===== src/rtl/lpm_pkg.sv =====
`timescale 1ns / 1ps
// Shared types and constants for the IPv4 longest-prefix-match block.
// No dependencies; imported by lpm_cell and ipv4_longest_prefix_match.
package lpm_pkg;

    localparam int LPM_DEPTH   = 16;
    localparam int ADDR_W      = 32;
    localparam int SLOT_W      = 4;

    typedef logic [ADDR_W-1:0] addr_t;
    typedef logic [SLOT_W-1:0] slot_t;

    typedef enum logic
    {
        REQ_WRITE  = 1'b0,
        REQ_LOOKUP = 1'b1
    } req_type_t;

    // One item as it moves down the row of cells, with the best match so far.
    typedef struct packed
    {
        req_type_t req_type;
        slot_t     entry_index;
        addr_t     entry_dest;
        addr_t     entry_mask;
        logic      entry_valid;
        addr_t     lookup_addr;
        logic      hit;
        slot_t     best_idx;
        addr_t     best_mask;
    } lpm_item_t;

endpackage


===== src/rtl/lpm_cell.sv =====
`timescale 1ns / 1ps
// One route-table cell: holds a single entry and updates the passing item.
// Depends on lpm_pkg.
module lpm_cell #(
    parameter int CellIdx = 0
) (
    input  logic              clk,
    input  logic              rst_n,
    input  logic              advance,
    input  logic              vld_in,
    input  lpm_pkg::lpm_item_t item_in,
    output logic              vld_out,
    output lpm_pkg::lpm_item_t item_out
);
    import lpm_pkg::*;

    addr_t     dest_reg;
    addr_t     mask_reg;
    logic      valid_reg;
    logic      vld_reg;
    lpm_item_t item_reg;
    lpm_item_t item_next;
    logic      wr_hit;
    logic      addr_match;
    logic      better;

    assign wr_hit = vld_in && (item_in.req_type == REQ_WRITE)
                    && (int'(item_in.entry_index) == CellIdx);

    assign addr_match = ((item_in.lookup_addr ^ dest_reg) & mask_reg) == '0;
    // Strict greater keeps the lower slot on equal masks.
    assign better = !item_in.hit || (mask_reg > item_in.best_mask);

    always_comb
    begin
        item_next = item_in;
        if ((item_in.req_type == REQ_LOOKUP) && valid_reg && addr_match && better)
        begin
            item_next.hit       = 1'b1;
            item_next.best_idx  = slot_t'(CellIdx);
            item_next.best_mask = mask_reg;
        end
    end

    always_ff @(posedge clk or negedge rst_n)
    begin
        if (!rst_n)
        begin
            vld_reg   <= 1'b0;
            valid_reg <= 1'b0;
        end
        else if (advance)
        begin
            vld_reg <= vld_in;
            if (wr_hit)
            begin
                valid_reg <= item_in.entry_valid;
            end
        end
    end

    always_ff @(posedge clk)
    begin
        if (advance)
        begin
            item_reg <= item_next;
            if (wr_hit)
            begin
                dest_reg <= item_in.entry_dest;
                mask_reg <= item_in.entry_mask;
            end
        end
    end

    assign vld_out  = vld_reg;
    assign item_out = item_reg;

endmodule


===== src/rtl/ipv4_longest_prefix_match.sv =====
`timescale 1ns / 1ps
// IPv4 longest-prefix-match routing table built as a row of DEPTH cells.
// Each cell registers the item in turn; the result is read from the last cell's register.
// Throughput: one item per cycle; the whole row holds while the result is stalled.
// Reset (rst_n low, asynchronous): all entries invalid, row empty.
// Depends on lpm_pkg and lpm_cell.
module ipv4_longest_prefix_match #(
    parameter int DEPTH = lpm_pkg::LPM_DEPTH
) (
    input  logic                clk,
    input  logic                rst_n,
    input  logic                req_valid,
    output logic                req_stall,
    input  logic                req_type,
    input  lpm_pkg::slot_t      entry_index,
    input  lpm_pkg::addr_t      entry_dest,
    input  lpm_pkg::addr_t      entry_mask,
    input  logic                entry_valid,
    input  lpm_pkg::addr_t      lookup_addr,
    output logic                rsp_valid,
    input  logic                rsp_stall,
    output logic                found,
    output lpm_pkg::slot_t      match_index,
    output lpm_pkg::addr_t      match_mask
);
    import lpm_pkg::*;

    logic      vld_chain  [DEPTH+1];
    lpm_item_t item_chain [DEPTH+1];
    logic      advance;

    // Hold every stage while the last one waits on the consumer.
    assign advance   = !(vld_chain[DEPTH] && rsp_stall);
    assign req_stall = !advance;

    always_comb
    begin
        item_chain[0].req_type    = req_type_t'(req_type);
        item_chain[0].entry_index = entry_index;
        item_chain[0].entry_dest  = entry_dest;
        item_chain[0].entry_mask  = entry_mask;
        item_chain[0].entry_valid = entry_valid;
        item_chain[0].lookup_addr = lookup_addr;
        item_chain[0].hit         = 1'b0;
        item_chain[0].best_idx    = '0;
        item_chain[0].best_mask   = '0;
    end
    assign vld_chain[0] = req_valid;

    for (genvar g = 0; g < DEPTH; g++)
    begin : g_cell
        lpm_cell #(
            .CellIdx (g)
        ) u_cell (
            .clk      (clk),
            .rst_n    (rst_n),
            .advance  (advance),
            .vld_in   (vld_chain[g]),
            .item_in  (item_chain[g]),
            .vld_out  (vld_chain[g+1]),
            .item_out (item_chain[g+1])
        );
    end

    assign rsp_valid   = vld_chain[DEPTH];
    assign found       = item_chain[DEPTH].hit;
    assign match_index = item_chain[DEPTH].best_idx;
    assign match_mask  = item_chain[DEPTH].best_mask;

`ifndef SYNTHESIS
    a_write_no_hit: assert property (@(posedge clk) disable iff (!rst_n)
        rsp_valid && (item_chain[DEPTH].req_type == REQ_WRITE) |-> !found)
        else $error("write item reported a match");

    a_miss_zero: assert property (@(posedge clk) disable iff (!rst_n)
        rsp_valid && !found |-> (match_index == '0) && (match_mask == '0))
        else $error("miss result carries nonzero index or mask");

    a_stall_holds_input: assert property (@(posedge clk) disable iff (!rst_n)
        rsp_valid && rsp_stall |-> req_stall)
        else $error("input accepted while result stalled");

    a_index_in_range: assert property (@(posedge clk) disable iff (!rst_n)
        rsp_valid && found |-> (int'(match_index) < DEPTH))
        else $error("match index beyond table depth");
`endif

endmodule

===== config.mk =====
export PLATFORM = sky130hd
export DESIGN_NAME = ipv4_longest_prefix_match
export DESIGN_NICKNAME = d
export VERILOG_FILES = /design/src/rtl/lpm_pkg.sv /design/src/rtl/lpm_cell.sv /design/src/rtl/ipv4_longest_prefix_match.sv
export SDC_FILE = /design/constraint.sdc
export NUM_CORES = 2
export LEC_CHECK = 0
export BUFFER_PORTS_ARGS = -buffer_cell sky130_fd_sc_hd__buf_4
export CORE_MARGIN = 1.5
export CORE_UTILIZATION = 46
export DETAILED_ROUTE_END_ITERATION = 10
export GPL_ROUTABILITY_DRIVEN = 0
export SYNTH_ARGS = -nofsm -noshare
export SYNTH_HDL_FRONTEND = slang
export SYNTH_SLANG_ARGS = --single-unit

===== constraint.sdc =====
create_clock -name clk -period 91.1 [get_ports clk]
set_input_delay 13.665 -clock clk [delete_from_list [all_inputs] [get_ports clk]]
set_output_delay 13.665 -clock clk [all_outputs]
set_load 0.005 [all_outputs]

After elaboration in Yosys (flattened, before gate mapping)
Cells that the tools add are included.
W data, S select, Z words.
{"block": "totals", "wordCells": 440, "inputBits": 106, "out_inout_bits": 39, "register_bits": 3178}
{"block": "classes", "bitwise_logic": 49, "n_eq_ne": 15, "reduce_logical": 143, "n_mux": 16, "magnitude_cmp": 15}
{"op": "$and A32 B32 Y32", "count": 16}
{"op": "$logic_not A32 Y1", "count": 16}
{"op": "$xor A32 B32 Y32", "count": 16}
{"op": "$gt A32 B32 Y1", "count": 15}
{"op": "$mux W32", "count": 15}
{"op": "$logic_and A1 B1 Y1", "count": 80}
{"op": "$mux W37", "count": 1}
{"op": "$eq A4 B4 Y1 const B", "count": 8}
{"op": "$reduce_and A2 Y1", "count": 16}
{"op": "$not A1 Y1", "count": 17}
{"op": "$eq A4 B3 Y1 const B", "count": 4}
{"op": "$logic_not A1 Y1", "count": 15}
{"op": "$logic_or A1 B1 Y1", "count": 15}
{"op": "$eq A4 B2 Y1 const B", "count": 2}
{"op": "$eq A4 B1 Y1 const B", "count": 1}
{"op": "$logic_not A4 Y1", "count": 1}

Depth between registers and ports, before layout
{"block": "depth", "word_depth": 6, "mapped_depth": 11, "ltp_nobuf": 9}

Hierarchy
A second synthesis with hierarchy kept.
{"block": "hier_totals", "cells_unflattened": 6685, "area_unflattened_um2": 127270.8}
{"mod": "lpm_cell (g_cell[10].u_cell ...)", "n_inst": 4, "seq_area_each_um2": 6145.9, "area_each_um2": 7893.8, "cells_per_inst": 417}
{"mod": "lpm_cell (g_cell[1].u_cell ...)", "n_inst": 2, "seq_area_each_um2": 6145.9, "area_each_um2": 8010.2, "cells_per_inst": 417}
{"mod": "lpm_cell (g_cell[4].u_cell ...)", "n_inst": 2, "seq_area_each_um2": 6145.9, "area_each_um2": 8007.7, "cells_per_inst": 418}
{"mod": "lpm_cell (g_cell[11].u_cell ...)", "n_inst": 2, "seq_area_each_um2": 6145.9, "area_each_um2": 7968.9, "cells_per_inst": 418}
{"mod": "lpm_cell (g_cell[13].u_cell ...)", "n_inst": 2, "seq_area_each_um2": 6145.9, "area_each_um2": 7966.4, "cells_per_inst": 417}
{"mod": "lpm_cell (g_cell[0].u_cell)", "n_inst": 1, "seq_area_each_um2": 6145.9, "area_each_um2": 8008.9, "cells_per_inst": 417}
{"mod": "lpm_cell (g_cell[9].u_cell)", "n_inst": 1, "seq_area_each_um2": 6145.9, "area_each_um2": 7983.9, "cells_per_inst": 421}
{"mod": "lpm_cell (g_cell[3].u_cell)", "n_inst": 1, "seq_area_each_um2": 6145.9, "area_each_um2": 7896.3, "cells_per_inst": 418}
{"mod": "lpm_cell (g_cell[15].u_cell)", "n_inst": 1, "seq_area_each_um2": 6145.9, "area_each_um2": 7886.3, "cells_per_inst": 418}
{"mod": "ipv4_longest_prefix_match", "n_inst": 1, "seq_area_each_um2": 0.0, "area_each_um2": 13.8, "cells_per_inst": 3}

Least setup slack after synthesis
OpenSTA, ideal clock, no wires.
{"block": "synth_path", "path_type": "input port to flip-flop", "startpoint": "in rsp_stall", "endpoint": "reg g_cell[0].u_cell.valid_reg", "path_buffers": 1, "t_required_ps": 91013, "slack_ps": 9420, "setup_ps": 87, "stages": 5, "t_arrival_ps": 81593, "path_cell_list": "nand2_1 -> clkbuf_1 -> nand2_1 -> nor3_1 -> mux2_2"}
{"block": "synth_between", "elab_chain_cells": 3}
{"item": "from (decl)", "line_no": "ipv4_longest_prefix_match.sv:21", "source": "input logic rsp_stall,"}
{"item": "$logic_and A1 B1 Y1", "line_no": "ipv4_longest_prefix_match.sv:33", "source": "assign advance = !(vld_chain[DEPTH] && rsp_stall);"}
{"item": "$not A1 Y1 (no line)"}
{"item": "$reduce_and A2 Y1 (no line)"}
{"item": "to (signal assigned)", "line_no": "lpm_cell.sv:57", "source": "valid_reg <= item_in.entry_valid;"}
{"item": "to (decl)", "line_no": "lpm_cell.sv:19", "source": "logic valid_reg;"}
No other way between the ends.
A chain may end at the register's enable or synchronous reset.

Final worst setup path
{"block": "layout_path", "startpoint": "in rsp_stall", "endpoint": "out req_stall"}
{"block": "layout_between", "elab_chain_cells": 1}
{"item": "$logic_and A1 B1 Y1", "line_no": "ipv4_longest_prefix_match.sv:33"}
{"item": "to (decl)", "line_no": "ipv4_longest_prefix_match.sv:13", "source": "output logic req_stall,"}
No other way between the ends.

==> reports/results.txt <==
outcome: finished clean
clk_lat worst skew: 0.94 ns
max FFs per register: 2,107
Top Usage Layer GRT: met2
Hold/Removal Path Class: reg -> reg
Syn-to-layout area delta: 13.4%
Lkg Pwr: 52.0 nW
Setup Skew: 0.0530 ns
Post-synth EDFFs: 3,131
Inserted Clock Buffers: 341
register area share after synthesis: 0.776
sequential share of power: 0.566
grt met1 use: 0.200
grt met3 use: 0.0243
H-tree Lvls: 5
top-area cell type share of the netlist area: 0.770
DR vias: 54,125
Avg Vias per Cell: 5.02
die height: 518 um
routed length per instance: 23.3 um
hold path depth: 0
CTS tree: done
Post-CTS Resized: 0
global-route wire length before repair: 365,000 um
synthesized area: 122,000 um2
Comb power frac: 0.146
Worst setup SP type: input pin
largest net degree at the start of global routing: 182
Worst Path Required: 77.43 ns
net switching power: 0.00123 W
Sink Count: 3,163
worst vdd ir: 0.0214 mV
Seq cells post-synth: 3,163
Slew Limit Fails: 0
Crit. End Element: output pin
leading area contributor after synthesis: edfxtp_1
Initial Utilization: 0.462
Site Rows: 189
CTS Buffer Depth: 4
WS Path Type: in -> out
final hold viol count: 0
I/O pin count: 145
Slew headroom: 0.198
initial antenna violation count: 2
grt met2 use: 0.334
synth unique cells: 58
Synth Flop Type: edfxtp_1
Routed WL: 251,000 um
Int Pwr: 0.00343 W
CP Data Arrival Time: 14.49 ns
# setup viols final: 0
GRT Resource Usage Total: 0.185
CTS Hold Bufs: 0
Die W: 518 um
vias in the first global route: 56,176
DRC: 0
Final TNS setup: 0 ns
hpwl dp: 190,000 um
Synth Warn #: 0
Initial DRC Count: 3,503
ys async rst share: 0.0101
syn nets: 7,093
CTS root buf: clkbuf_16
Critical Path Fanout Max: 29
highest clock rate: 35.5 MHz
total power: 0.00466 W
clock period minus worst slack: 28.15 ns
DRT antenna net count: 0
sw frac: 0.264
FILL cells: 20,627
unrepaired setup endpoints after global routing: no
Worst-Margin Slew: 1.20 ns
top cells by area, synth: edfxtp_1 (77%), ha_1 (4.9%), xor2_1 (3.6%)
overflow left after global routing: 0
Synth Instances: 6,507
core area: 265,000 um2
Final nets: 7,568
period utilization: 0.309
die area: 269,000 um2
power density cells: 33.6 nW/um2
first drt pass iteration count: 5
R2R depth: 9
post-CTS setup buffer count: 0
Synth Area per Inst: 18.8 um2
Max-Cap Viols: 0
share of layout cells above drive strength 1: 0.166
CTS clock-pin slew for the worst setup and hold paths: 0.06 ns
number of port buffers: 144
Clock Power Share: 0.288
==> layout by cell type (no fill, tap or decap), drive strengths merged, types with 58 or more instances in the layout <==
master	synthesis	final
ha	480	480
clkinv	1	135
mux2	494	494
inv	509	517
a221oi	58	58
clkbuf	5	402
nand4	138	138
o21ai	65	65
xor2	499	499
a21oi	178	178
edfxtp	3131	3131
a22oi	162	162
nand2	194	194
nand3	70	70
buf	56	193
==> synthesized netlist by cell type, types with 6 or more instances <==
master	n
xnor2_1	13
o211ai_1	14
nor2b_1	16
a21oi_1	178
a211oi_1	8
a22o_1	30
and2_1	36
nand4_1	138
xor2_1	499
ha_1	480
nand2b_1	53
dfrtp_1	32
a2111oi_0	7
inv_1	509
nand3_1	70
nor3_1	24
a221oi_1	58
a22oi_1	162
mux2_2	230
a221o_1	8
nor4_1	18
and3_1	8
nand2_1	194
nor2_1	42
or4b_2	8
buf_2	15
o22ai_1	6
nand4b_1	9
and4_1	15
edfxtp_1	3131
a21o_1	30
mux2_4	264
o21ai_0	65
a222oi_1	17
o21a_1	6
or4_1	16
buf_6	40
a31oi_1	6
==> worst paths after layout <==
check / from / slack (ns) / to
worst max-delay path: rsp_stall / 62.95 / req_stall
worst min-delay path: g_cell[14].u_cell.item_out[109] / 0.41 / g_cell[15].u_cell.dest_reg[7]
worst max register to register: g_cell[4].u_cell.mask_reg[19] / 86.76 / g_cell[4].u_cell.item_out[17]
worst min register to register: g_cell[14].u_cell.item_out[109] / 0.41 / g_cell[15].u_cell.dest_reg[7]
max in group asynchronous: rst_n / 77.81 / g_cell[1].u_cell.vld_out
min in group asynchronous: rst_n / 12.80 / g_cell[15].u_cell.valid_reg
==> area by class of cell <==
| class | count | area (um2) | area share |
|---|---|---|---|
| antenna | 5 | 12.5 | 0.0000903 |
| clock buffer | 402 | 8970 | 0.0647 |
| clock inverter | 199 | 1950 | 0.0141 |
| inverter | 510 | 1910 | 0.0138 |
| multi-input combinational | 2773 | 25000 | 0.181 |
| sequential | 3163 | 94800 | 0.684 |
| tap | 3533 | 4420 | 0.0319 |
| timing repair buffer | 193 | 1490 | 0.0107 |
==> worst max-delay path, cell delays in order <==
cell,delay (ns)
buf_4,0.12
nand2_4,0.32
clkinv_1,0.18
buf_4,0.17
==> kinds of logic after synthesis <==
kind of cell | Yosys count | synth area share
compound gates | 615 | 0.0344
xor+xnor | 512 | 0.0367
fa+ha+maj | 480 | 0.0492
buf+inv | 571 | 0.0202
flops | 3163 | 0.776
mux | 494 | 0.0536
simple gates | 672 | 0.0299
==> per-layer routing <==
layer,part of all wire,wire length (um),up-vias
met2,0.52,130000,1224
met4,0.077,19300,0
met5,0,0,-
met1,0.38,94600,26223
met3,0.029,7160,612
li1,-,-,26066
==> power by group through the flow <==
stage,clock network (W),logic [W],registers [W]
floorplan,0,0.000482,0.00305
global route,0.00143,0.000756,0.00270
finish,0.00134,0.000680,0.00264
global placement,0,0.000662,0.00266
detailed placement,0,0.000685,0.00268
CTS,0.00137,0.000691,0.00265
==> stage by stage <==
step | instances | setup WS (ns) | util | hold WS, ns | cell area (um2)
after floorplan | 6507 | 9.42 | - | 0.400 | 122000
after global placement | 10172 | 62.90 | 0.482 | 0.402 | 128000
after detailed placement | 10172 | 62.88 | 0.482 | 0.405 | 128000
after CTS | 10773 | 62.87 | 0.524 | 0.417 | 139000
after global routing | 10773 | 62.80 | 0.524 | 0.421 | 139000
final | 10778 | 62.95 | 0.524 | 0.414 | 139000
No activity file was read; power rests on OpenSTA's default activity.
